### src/hdl/kvt_pkg.sv
// ----------------------------------------------------------------------------
// kvt_pkg
// Shared types and constants for the key/value table: request and response
// words, field widths and request codes.
// ----------------------------------------------------------------------------
package kvt_pkg;

   // default number of table slots
   localparam int ENTRIES_DEFAULT = 64;

   // field widths
   localparam int KEY_W = 32;
   localparam int VAL_W = 32;
   localparam int CNT_W = 7;

   // request codes
   localparam logic REQ_WRITE = 1'b0;
   localparam logic REQ_READ  = 1'b1;

   // request word
   typedef struct packed {
      logic                    req_type;
      logic [KEY_W-1:0]        key;
      logic signed [VAL_W-1:0] write_value;
   } req_word_type;

   // response word
   typedef struct packed {
      logic signed [VAL_W-1:0] read_value;
      logic                    hit;
      logic [CNT_W-1:0]        entry_count;
      logic                    table_full;
   } rsp_word_type;

endpackage

### src/hdl/kvt_ram.sv
// ----------------------------------------------------------------------------
// kvt_ram
// Generic single-write, single-read synchronous RAM with a registered read
// port. Contents are undefined until written.
// ----------------------------------------------------------------------------
module kvt_ram #(
   parameter int WIDTH = kvt_pkg::KEY_W,
   parameter int DEPTH = kvt_pkg::ENTRIES_DEFAULT
) (
   input  logic                                          clock,
   input  logic                                          wr_en,
   input  logic [$clog2(DEPTH > 1 ? DEPTH : 2)-1:0]      wr_addr,
   input  logic [WIDTH-1:0]                              wr_data,
   input  logic [$clog2(DEPTH > 1 ? DEPTH : 2)-1:0]      rd_addr,
   output logic [WIDTH-1:0]                              rd_data
);
   import kvt_pkg::*;

   logic [WIDTH-1:0] store_ff [DEPTH];
   logic [WIDTH-1:0] rd_data_ff;

   // write port and registered read port
   always_ff @(posedge clock) begin
      if (wr_en) begin
         store_ff[wr_addr] <= wr_data;
      end
      rd_data_ff <= store_ff[rd_addr];
   end

   assign rd_data = rd_data_ff;

endmodule

### src/hdl/kvt_ctrl.sv
// ----------------------------------------------------------------------------
// kvt_ctrl
// Lookup sequencer: scans the key store one slot per cycle up to the entry
// count, then on a write updates the value store or appends a new entry,
// and builds the response word.
// ----------------------------------------------------------------------------
module kvt_ctrl #(
   parameter int ENTRIES = kvt_pkg::ENTRIES_DEFAULT
) (
   input  logic                                          clock,
   input  logic                                          reset,
   // request side
   input  logic                                          req_valid,
   output logic                                          req_stall,
   input  kvt_pkg::req_word_type                         req_data,
   // memory side
   output logic [$clog2(ENTRIES > 1 ? ENTRIES : 2)-1:0]  mem_raddr,
   input  logic [kvt_pkg::KEY_W-1:0]                     key_rdata,
   input  logic [kvt_pkg::VAL_W-1:0]                     val_rdata,
   output logic                                          key_we,
   output logic                                          val_we,
   output logic [$clog2(ENTRIES > 1 ? ENTRIES : 2)-1:0]  mem_waddr,
   output logic [kvt_pkg::KEY_W-1:0]                     key_wdata,
   output logic [kvt_pkg::VAL_W-1:0]                     val_wdata,
   // response side
   output logic                                          res_valid,
   input  logic                                          res_ready,
   output kvt_pkg::rsp_word_type                         res_data
);
   import kvt_pkg::*;

   localparam int AW = $clog2(ENTRIES > 1 ? ENTRIES : 2);
   localparam int CW = $clog2(ENTRIES + 1);
   localparam logic [CW-1:0] FULL_COUNT = CW'(ENTRIES);

   typedef enum logic [1:0] {
      S_IDLE,
      S_SCAN,
      S_MISS,
      S_DONE
   } state_type;

   state_type    state_ff,  state_in;
   req_word_type req_ff,    req_in;
   logic [AW-1:0] idx_ff,   idx_in;
   logic [CW-1:0] count_ff, count_in;
   rsp_word_type res_ff,    res_in;

   // next state, memory accesses and response build
   always_comb begin
      state_in  = state_ff;
      req_in    = req_ff;
      idx_in    = idx_ff;
      count_in  = count_ff;
      res_in    = res_ff;
      mem_raddr = '0;
      key_we    = 1'b0;
      val_we    = 1'b0;
      mem_waddr = idx_ff;
      key_wdata = req_ff.key;
      val_wdata = req_ff.write_value;

      case (state_ff)
         S_IDLE: begin
            // first read goes out with the accept
            if (req_valid) begin
               req_in = req_data;
               idx_in = '0;
               if (count_ff == '0) begin
                  state_in = S_MISS;
               end else begin
                  state_in = S_SCAN;
               end
            end
         end
         S_SCAN: begin
            // data for slot idx is on the read port, next slot requested
            mem_raddr = idx_ff + AW'(1);
            if (key_rdata == req_ff.key) begin
               res_in.hit         = 1'b1;
               res_in.table_full  = 1'b0;
               res_in.entry_count = CNT_W'(count_ff);
               if (req_ff.req_type == REQ_READ) begin
                  res_in.read_value = $signed(val_rdata);
               end else begin
                  res_in.read_value = '0;
                  val_we            = 1'b1;
                  mem_waddr         = idx_ff;
               end
               state_in = S_DONE;
            end else if (CW'(idx_ff) + CW'(1) == count_ff) begin
               state_in = S_MISS;
            end else begin
               idx_in = idx_ff + AW'(1);
            end
         end
         S_MISS: begin
            // key absent: append on a write if there is room
            res_in.hit        = 1'b0;
            res_in.read_value = '0;
            res_in.table_full = 1'b0;
            res_in.entry_count = CNT_W'(count_ff);
            if (req_ff.req_type == REQ_WRITE) begin
               if (count_ff < FULL_COUNT) begin
                  key_we             = 1'b1;
                  val_we             = 1'b1;
                  mem_waddr          = count_ff[AW-1:0];
                  count_in           = count_ff + CW'(1);
                  res_in.entry_count = CNT_W'(count_ff + CW'(1));
               end else begin
                  res_in.table_full = 1'b1;
               end
            end
            state_in = S_DONE;
         end
         S_DONE: begin
            if (res_ready) begin
               state_in = S_IDLE;
            end
         end
         default: begin
            state_in = S_IDLE;
         end
      endcase
   end

   // state and registered outputs
   always_ff @(posedge clock) begin
      if (reset) begin
         state_ff <= S_IDLE;
         count_ff <= '0;
      end else begin
         state_ff <= state_in;
         count_ff <= count_in;
      end
      req_ff <= req_in;
      idx_ff <= idx_in;
      res_ff <= res_in;
   end

   assign req_stall = (state_ff != S_IDLE);
   assign res_valid = (state_ff == S_DONE);
   assign res_data  = res_ff;

endmodule

### src/hdl/key_value_table.sv
// ----------------------------------------------------------------------------
// key_value_table
// Bounded associative table of unique 32-bit keys holding signed 32-bit
// values. Keys and values live in two synchronous RAMs scanned in order.
// ----------------------------------------------------------------------------
// requests: one word at a time; the next is accepted only once the response
//    word has gone to the output register, and a lookup's length is set by
//    the one-slot-per-cycle key scan
// reset: entry count and handshake state cleared at once, RAMs left as is
module key_value_table #(
   parameter int ENTRIES = kvt_pkg::ENTRIES_DEFAULT
) (
   input  logic                  clock,
   input  logic                  reset,
   input  logic                  req_valid,
   output logic                  req_stall,
   input  kvt_pkg::req_word_type req_data,
   output logic                  rsp_valid,
   input  logic                  rsp_stall,
   output kvt_pkg::rsp_word_type rsp_data
);
   import kvt_pkg::*;

   localparam int AW = $clog2(ENTRIES > 1 ? ENTRIES : 2);

   logic [AW-1:0]    mem_raddr;
   logic [AW-1:0]    mem_waddr;
   logic [KEY_W-1:0] key_rdata;
   logic [VAL_W-1:0] val_rdata;
   logic             key_we;
   logic             val_we;
   logic [KEY_W-1:0] key_wdata;
   logic [VAL_W-1:0] val_wdata;
   logic             res_valid;
   logic             res_ready;
   rsp_word_type     res_data;

   logic             rsp_valid_ff, rsp_valid_in;
   rsp_word_type     rsp_data_ff,  rsp_data_in;

   // key store
   kvt_ram #(
      .WIDTH (KEY_W),
      .DEPTH (ENTRIES)
   ) u_key_ram (
      .clock   (clock),
      .wr_en   (key_we),
      .wr_addr (mem_waddr),
      .wr_data (key_wdata),
      .rd_addr (mem_raddr),
      .rd_data (key_rdata)
   );

   // value store
   kvt_ram #(
      .WIDTH (VAL_W),
      .DEPTH (ENTRIES)
   ) u_val_ram (
      .clock   (clock),
      .wr_en   (val_we),
      .wr_addr (mem_waddr),
      .wr_data (val_wdata),
      .rd_addr (mem_raddr),
      .rd_data (val_rdata)
   );

   // scan sequencer
   kvt_ctrl #(
      .ENTRIES (ENTRIES)
   ) u_ctrl (
      .clock     (clock),
      .reset     (reset),
      .req_valid (req_valid),
      .req_stall (req_stall),
      .req_data  (req_data),
      .mem_raddr (mem_raddr),
      .key_rdata (key_rdata),
      .val_rdata (val_rdata),
      .key_we    (key_we),
      .val_we    (val_we),
      .mem_waddr (mem_waddr),
      .key_wdata (key_wdata),
      .val_wdata (val_wdata),
      .res_valid (res_valid),
      .res_ready (res_ready),
      .res_data  (res_data)
   );

   // output word register, refilled as soon as the held word is taken
   assign res_ready = !rsp_valid_ff || !rsp_stall;

   always_comb begin
      rsp_valid_in = rsp_valid_ff;
      rsp_data_in  = rsp_data_ff;
      if (res_ready) begin
         rsp_valid_in = res_valid;
         if (res_valid) begin
            rsp_data_in = res_data;
         end
      end
   end

   always_ff @(posedge clock) begin
      if (reset) begin
         rsp_valid_ff <= 1'b0;
      end else begin
         rsp_valid_ff <= rsp_valid_in;
      end
      rsp_data_ff <= rsp_data_in;
   end

   assign rsp_valid = rsp_valid_ff;
   assign rsp_data  = rsp_data_ff;

   // a new key always goes in with its value
   assert property (@(posedge clock) disable iff (reset)
      key_we |-> val_we)
      else $error("key written without value");

   // one word in flight: the request side closes right after an accept
   assert property (@(posedge clock) disable iff (reset)
      (req_valid && !req_stall) |=> req_stall)
      else $error("request accepted while a lookup is running");

   // a dropped write is never a hit
   assert property (@(posedge clock) disable iff (reset)
      rsp_valid |-> !(rsp_data.table_full && rsp_data.hit))
      else $error("table full flagged on a hit");

   // a dropped write only happens with every slot in use
   assert property (@(posedge clock) disable iff (reset)
      (rsp_valid && rsp_data.table_full) |-> (rsp_data.entry_count == CNT_W'(ENTRIES)))
      else $error("table full flagged below capacity");

endmodule

### config.mk
export PLATFORM = sky130hd
export DESIGN_NAME = key_value_table
export DESIGN_NICKNAME = d
export VERILOG_FILES = /design/src/hdl/kvt_pkg.sv /design/src/hdl/kvt_ram.sv /design/src/hdl/kvt_ctrl.sv /design/src/hdl/key_value_table.sv
export SDC_FILE = /design/constraint.sdc
export NUM_CORES = 2
export LEC_CHECK = 0
export BUFFER_PORTS_ARGS = -buffer_cell sky130_fd_sc_hd__buf_2
export CAP_MARGIN = 20
export CORE_MARGIN = 2
export CORE_UTILIZATION = 47
export CTS_CLUSTER_DIAMETER = 120
export DETAILED_ROUTE_END_ITERATION = 7
export REMOVE_ABC_BUFFERS = 1
export SYNTH_ARGS = -nofsm -noshare
export SYNTH_HDL_FRONTEND = slang
export SYNTH_SLANG_ARGS = --single-unit
### constraint.sdc
create_clock -name clock -period 13.11 [get_ports clock]
set_input_delay 1.9665 -clock clock [delete_from_list [all_inputs] [get_ports clock]]
set_output_delay 1.9665 -clock clock [all_outputs]
set_load 0.01 [all_outputs]
==> Word level (Yosys, flattened, before mapping) <==
Memories as Yosys holds them, arrays and structs flattened. A register that Yosys moved wholly into a read port is not among the register bits.
Cells that the tools add are included.
{ "word_totals": {"regBits": 163, "ramBits": 4096, "output_inout_bits": 43, "elab_cells": 77, "n_memories": 2} }
{ "classes": {"add_sub_neg": 3, "n_lt_le_gt_ge": 1, "eq_ne": 11, "n_mux": 30, "bitwise": 1, "reduce_logical": 14} }
{ "mem_list": {"columns": ["name", "depth", "width", "read_ports", "rd_ports_with_merged_regs", "write_ports", "line_no", "source"], "rows": [
  ["u_key_ram.store_ff", 64, 32, 1, 1, 1, "kvt_ram.sv:19", "logic [WIDTH-1:0] store_ff [DEPTH];"],
  ["u_val_ram.store_ff", 64, 32, 1, 1, 1, "kvt_ram.sv:19", null]
]} }
{ "op_table": {"columns": ["operator", "count"], "rows": [
  ["$pmux 41 s2", 1],
  ["$mux 6", 7],
  ["$mux 41", 1],
  ["$eq 32x32->1", 1],
  ["$mux 32", 1],
  ["$pmux 6 s2", 1],
  ["$mux 1", 10],
  ["$mux 2", 5],
  ["$mux 8", 1],
  ["$pmux 2 s4", 1],
  ["$reduce_and 2->1", 4],
  ["$add 6x1->7 const B", 1],
  ["$add 7x1->7 const B", 1],
  ["$eq 7x7->1", 1],
  ["$logic_not 7->1", 1],
  ["$lt 7x7->1 const B", 1],
  ["$mux 7", 1],
  ["$add 6x1->6 const B", 1],
  ["$ne 2x2->1 const B", 3],
  ["$reduce_bool 2->1", 3],
  ["$eq 2x2->1 const B", 2],
  ["$ne 2x1->1 const B", 2],
  ["$reduce_and 4->1", 1],
  ["$ne 3x1->1 const B", 1],
  ["7 further kinds", 8]
]} }

==> Logic depth before layout (Yosys ltp) <==
{ "depth": {"word_depth": 6, "depth_mapped": 15} }

==> By module <==
A second synthesis with hierarchy kept.
{ "unflattened": {"hier_cells": 7056, "area_unflattened_um2": 163600.7} }
{ "modules_own_cells": {"columns": ["mod", "instances", "cells_each", "area_each_um2"], "rows": [
  ["kvt_ram", 2, 3324, 78515.3],
  ["kvt_ctrl", 1, 362, 5300.1],
  ["key_value_table", 1, 46, 1270.0]
]} }

==> Worst setup path after synthesis <==
Ideal clock, no wire load.
{ "synth_timing": {"kind": "input to register", "startpoint": "in rsp_stall", "endpoint": "reg rsp_data_ff (netlist bit rsp_data[0]) (enable)", "arrival_ns": 4.988, "required_ns": 12.608, "setup_slack_ns": 7.620, "path_stages": 1, "path_buffers": 0, "path_cell_list": "a21boi_0"} }
{ "synth_via": {"elab_chain_len": 3} }
{ "synth_rtl": {"columns": ["item", "line_no", "source"], "rows": [
  ["start: declaration", "key_value_table.sv:19", "input logic rsp_stall,"],
  ["$logic_not 1->1", "key_value_table.sv:90", "assign res_ready = !rsp_valid_ff || !rsp_stall;"],
  ["$logic_or 1x1->1", "key_value_table.sv:90", null],
  ["$reduce_and 2->1 (no line)", null, null],
  ["end signal: assignment", "key_value_table.sv:109", "rsp_data_ff <= rsp_data_in;"],
  ["end: declaration", "key_value_table.sv:39", "rsp_word_type rsp_data_ff, rsp_data_in;"]
]} }
Every way passes these cells.
A chain may end at the register's enable or synchronous reset.

==> Worst setup path after layout <==
{ "layout_timing": {"startpoint": "reg u_ctrl.idx_ff[0]", "endpoint": "reg u_val_ram.rd_data_ff[3], in the netlist u_val_ram.rd_data[3] (read register of u_val_ram.store_ff)"} }
{ "layout_via": {"elab_chain_len": 2} }
{ "layout_rtl": {"columns": ["item", "line_no", "source"], "rows": [
  ["start: declaration", "kvt_ctrl.sv:45", "logic [AW-1:0] idx_ff, idx_in;"],
  ["start signal: assignment", "kvt_ctrl.sv:137", "idx_ff <= idx_in;"],
  ["$add 6x1->6", "kvt_ctrl.sv:78", "mem_raddr = idx_ff + AW'(1);"],
  ["$mux 6", "kvt_ctrl.sv:63", "case (state_ff)"],
  ["end: declaration", "kvt_ram.sv:20", "logic [WIDTH-1:0] rd_data_ff;"]
]} }
Every way passes these cells.

==> impl_metrics.py <==
metrics = {
    "die": {
        "io-pin-count": 112,
        "dieHeight_um": 598,
        "die-area_um2": 357000,
        "coreArea_um2": 350000,
        "rows": 217,
        "die_x_um": 598,
        "initial_core_util_pct": 47.3,
    },
    "global_route": {
        "grt_pass1_vias": 93300,
        "grt_pass1_wl_mm": 732,
        "gr-usage-all-layers_pct": 29.2,
        "grt_start_max_net_pins": 171,
        "antenna_found_initial": 40,
        "grt-ovfl-total": 0,
    },
    "cts": {
        "hold_buffers": 0,
        "clock_path_buffers": 4,
        "post_cts_buffers": 0,
        "cts.htree.levels": 5,
        "clock_tree.root_cell": "clkbuf_16",
        "insertion_delay_ps": 990,
        "clock-sinks": 4323,
        "cts.clk_slew.worst_paths_ps": 60,
        "cts_tree": "yes",
        "cts_buffers": 423,
        "cts_resized": 0,
    },
    "critical_path": {
        "r2r_setup_slack_ps": 6660,
        "cp.arrival_ps": 7310,
        "r2r.worst_path.cells": 11,
        "startpoint": "u_ctrl.idx_ff[0]",
        "critical_path.endpoint_type": "register",
        "crit_type": "reg -> reg",
        "r2r_end": "u_val_ram.rd_data[3]",
        "critPathRequiredTime_ps": 13970,
        "critPathMaxFanout": 153,
        "reg2reg_from": "u_ctrl.idx_ff[0]",
        "critPathLaunchType": "register",
    },
    "synth": {
        "synthCells": 9762,
        "netlist_area_um2": 166000,
        "synth_edf_count": 4249,
        "syn_avg_cell_area_um2": 17.0,
        "yosysWarnings": 0,
        "synth.distinct_cells": 66,
        "synth_seq_area_share_pct": 78.0,
        "synth.top_cell.area_share_pct": 77.1,
        "synth_seq_cells": 4323,
        "synth_ff_type": "edfxtp_1",
        "synth_area_leader_cell": "edfxtp_1",
        "async_reset_ff_share_pct": 0,
        "netlist_top_cells_area": "edfxtp_1 77%, mux4_2 4.0%, o221ai_1 3.1%",
    },
    "drt": {
        "wl_mm": 531,
        "vias": 97800,
        "avgRoutedWirePerCell_um": 35.5,
        "drt_iter0_drc": 13800,
        "routed_via_density": 6.54,
        "remaining_drc_errors": 2,
        "ant_nets": 0,
        "firstDrtPassIters": 8,
    },
    "timing": {
        "fmax_ghz": 0.155,
        "grt_setup_unrepaired": "no",
        "fin_crit_sh_pct": 49.2,
        "max-slew-margin-rel_pct": 14.5,
        "finalHoldViolations": 0,
        "tns_ps": 0,
        "clock_skew_ps": 47.4,
        "worst_pin_slew_ps": 1270,
        "finalCriticalPeriod_ps": 6450,
        "drv_slew": 0,
        "finalHoldWorstSlack_ps": 418,
        "setup_violations": 0,
    },
    "layout": {
        "final_common_cell": "edfxtp_1",
        "drive_above_1_share_pct": 15.8,
        "fin_nets": 10100,
        "final_core_util_pct": 53.6,
        "multiInputGateArea_um2": 34400,
        "syn_to_final_growth_pct": 13.3,
        "num-fill-cells": 27400,
        "seq_area_um2": 129000,
        "final_cell_mix": "4249 x edfxtp_1, 1306 x nand2_1, 594 x o221ai_1, 472 x nand3_1, 432 x clkbuf_16",
    },
    "power": {
        "power_mw": 36.7,
        "leakage_nw": 59.3,
        "vdd_drop_max_uv": 142,
        "p_per_area_nw_per_um2": 196,
    },
    "place": {
        "dp_hpwl_mm": 292,
        "io_buffer_count": 111,
        "gp_congestion": 0.864,
    },
    "run_status": {
        "status": "complete, but fails checks",
        "violations": "DRC",
    },
    "worst_hold_path": {
        "hold_path_end": "rsp_data[5]",
        "worstHoldStart": "u_ctrl.res_data[5]",
        "min_path_cells": 0,
        "hold_path_class": "reg -> reg",
    },
    "run": {
        "max_cap_viol_count": 0,
    },
}
[logic make-up after synthesis]
logic type      Yosys count  synth area share (%)
mux                     554                  5.60
fa+ha+maj                 7                0.0529
simple gates           2236                  5.85
flops                  4323                  78.0
compound gates         1863                  8.17
buf+inv                 729                  2.08
xor+xnor                 50                 0.277
[state kept, by name, summed over array words and instances (netlist names)]
register and count:
u_ctrl.key_wdata 32, u_ctrl.count_ff 7, u_ctrl.val_wdata 32, u_ctrl.req_ff 1, u_key_ram.rd_data 32, u_ctrl.idx_ff 6, u_val_ram.rd_data 32, u_val_ram.store_ff 2048
u_ctrl.state_ff 2, rsp_data 41, u_key_ram.store_ff 2048, u_ctrl.res_data 41, rsp_valid 1
[power breakdown]
group          internal [mW]  switching [mW]
clock                   6.96            5.16
combinational           2.21            6.00
sequential              16.2           0.230
[worst max path at each step]
stage / to / slack, ps / depth (start not counted)
finish: u_val_ram.rd_data[3] / 6660 / 11
global route: u_val_ram.rd_data[3] / 6610 / 11
CTS: u_val_ram.rd_data[3] / 6820 / 11
detailed placement: u_val_ram.rd_data[3] / 6830 / 11
global placement: u_val_ram.store_ff[32][21] / 6240 / 9
floorplan: u_key_ram.rd_data[25] / -87760 / 7
[layout make-up]
class,instances,share of cell area [%]
inverters,16,0.0594
clock inverters,231,1.19
well taps,4599,3.07
multi-input cells,4710,18.3
clock buffers,548,6.10
diodes,15,0.0200
repair buffers,516,2.43
flip-flops and latches,4323,68.8
[Yosys cell counts, types with 10 or more instances]
| library cell | instances |
|---|---|
| a311oi_1 | 215 |
| o31ai_1 | 12 |
| nor2b_1 | 30 |
| inv_1 | 12 |
| buf_4 | 72 |
| buf_2 | 224 |
| nand3_1 | 472 |
| xnor2_1 | 46 |
| and2_1 | 37 |
| a22o_1 | 33 |
| nand2_1 | 1317 |
| o22ai_1 | 161 |
| edfxtp_1 | 4249 |
| mux4_2 | 294 |
| dfxtp_1 | 74 |
| and3_1 | 78 |
| a311o_1 | 11 |
| mux2_2 | 25 |
| buf_1 | 98 |
| a22oi_1 | 39 |
| nand4_1 | 13 |
| o211ai_1 | 14 |
| a221o_1 | 10 |
| o221ai_1 | 594 |
| buf_6 | 18 |
| a211oi_1 | 91 |
| o21ai_0 | 133 |
| nor4_1 | 42 |
| clkbuf_1 | 299 |
| a211o_1 | 33 |
| mux2i_1 | 234 |
| a21oi_1 | 406 |
| a31oi_1 | 76 |
| nor3_1 | 50 |
| nor2_1 | 162 |
[through the flow]
step	area (um^2)	cells	setup WS, ps
final	188000	15000	6660
after global routing	188000	14900	6610
after CTS	187000	14900	6820
after detailed placement	174000	14200	6830
after global placement	173000	14100	6240
after floorplan	162000	9049	-87760
[worst max-delay path, cell delays in order, from the launching register on]
cell	delay, ps
edfxtp_1	370
buf_12	470
ha_1	400
xor2_2	420
nand2_8	430
clkinv_16	600
buf_12	580
buf_4	640
mux4_2	440
a211oi_2	850
o22ai_1	250
or3_1	420
[per-layer routing]
metal | part of all wire [%] | vias to the layer above | track usage (%)
met5 | 0.022 | - | 0
met2 | 47 | 5609 | 46.4
met3 | 9.1 | 1053 | 4.83
met4 | 6.3 | 16 | 16.1
met1 | 37 | 51200 | 38.6
li1 | - | 39900 | -
(Power assumes the default switching activity.)
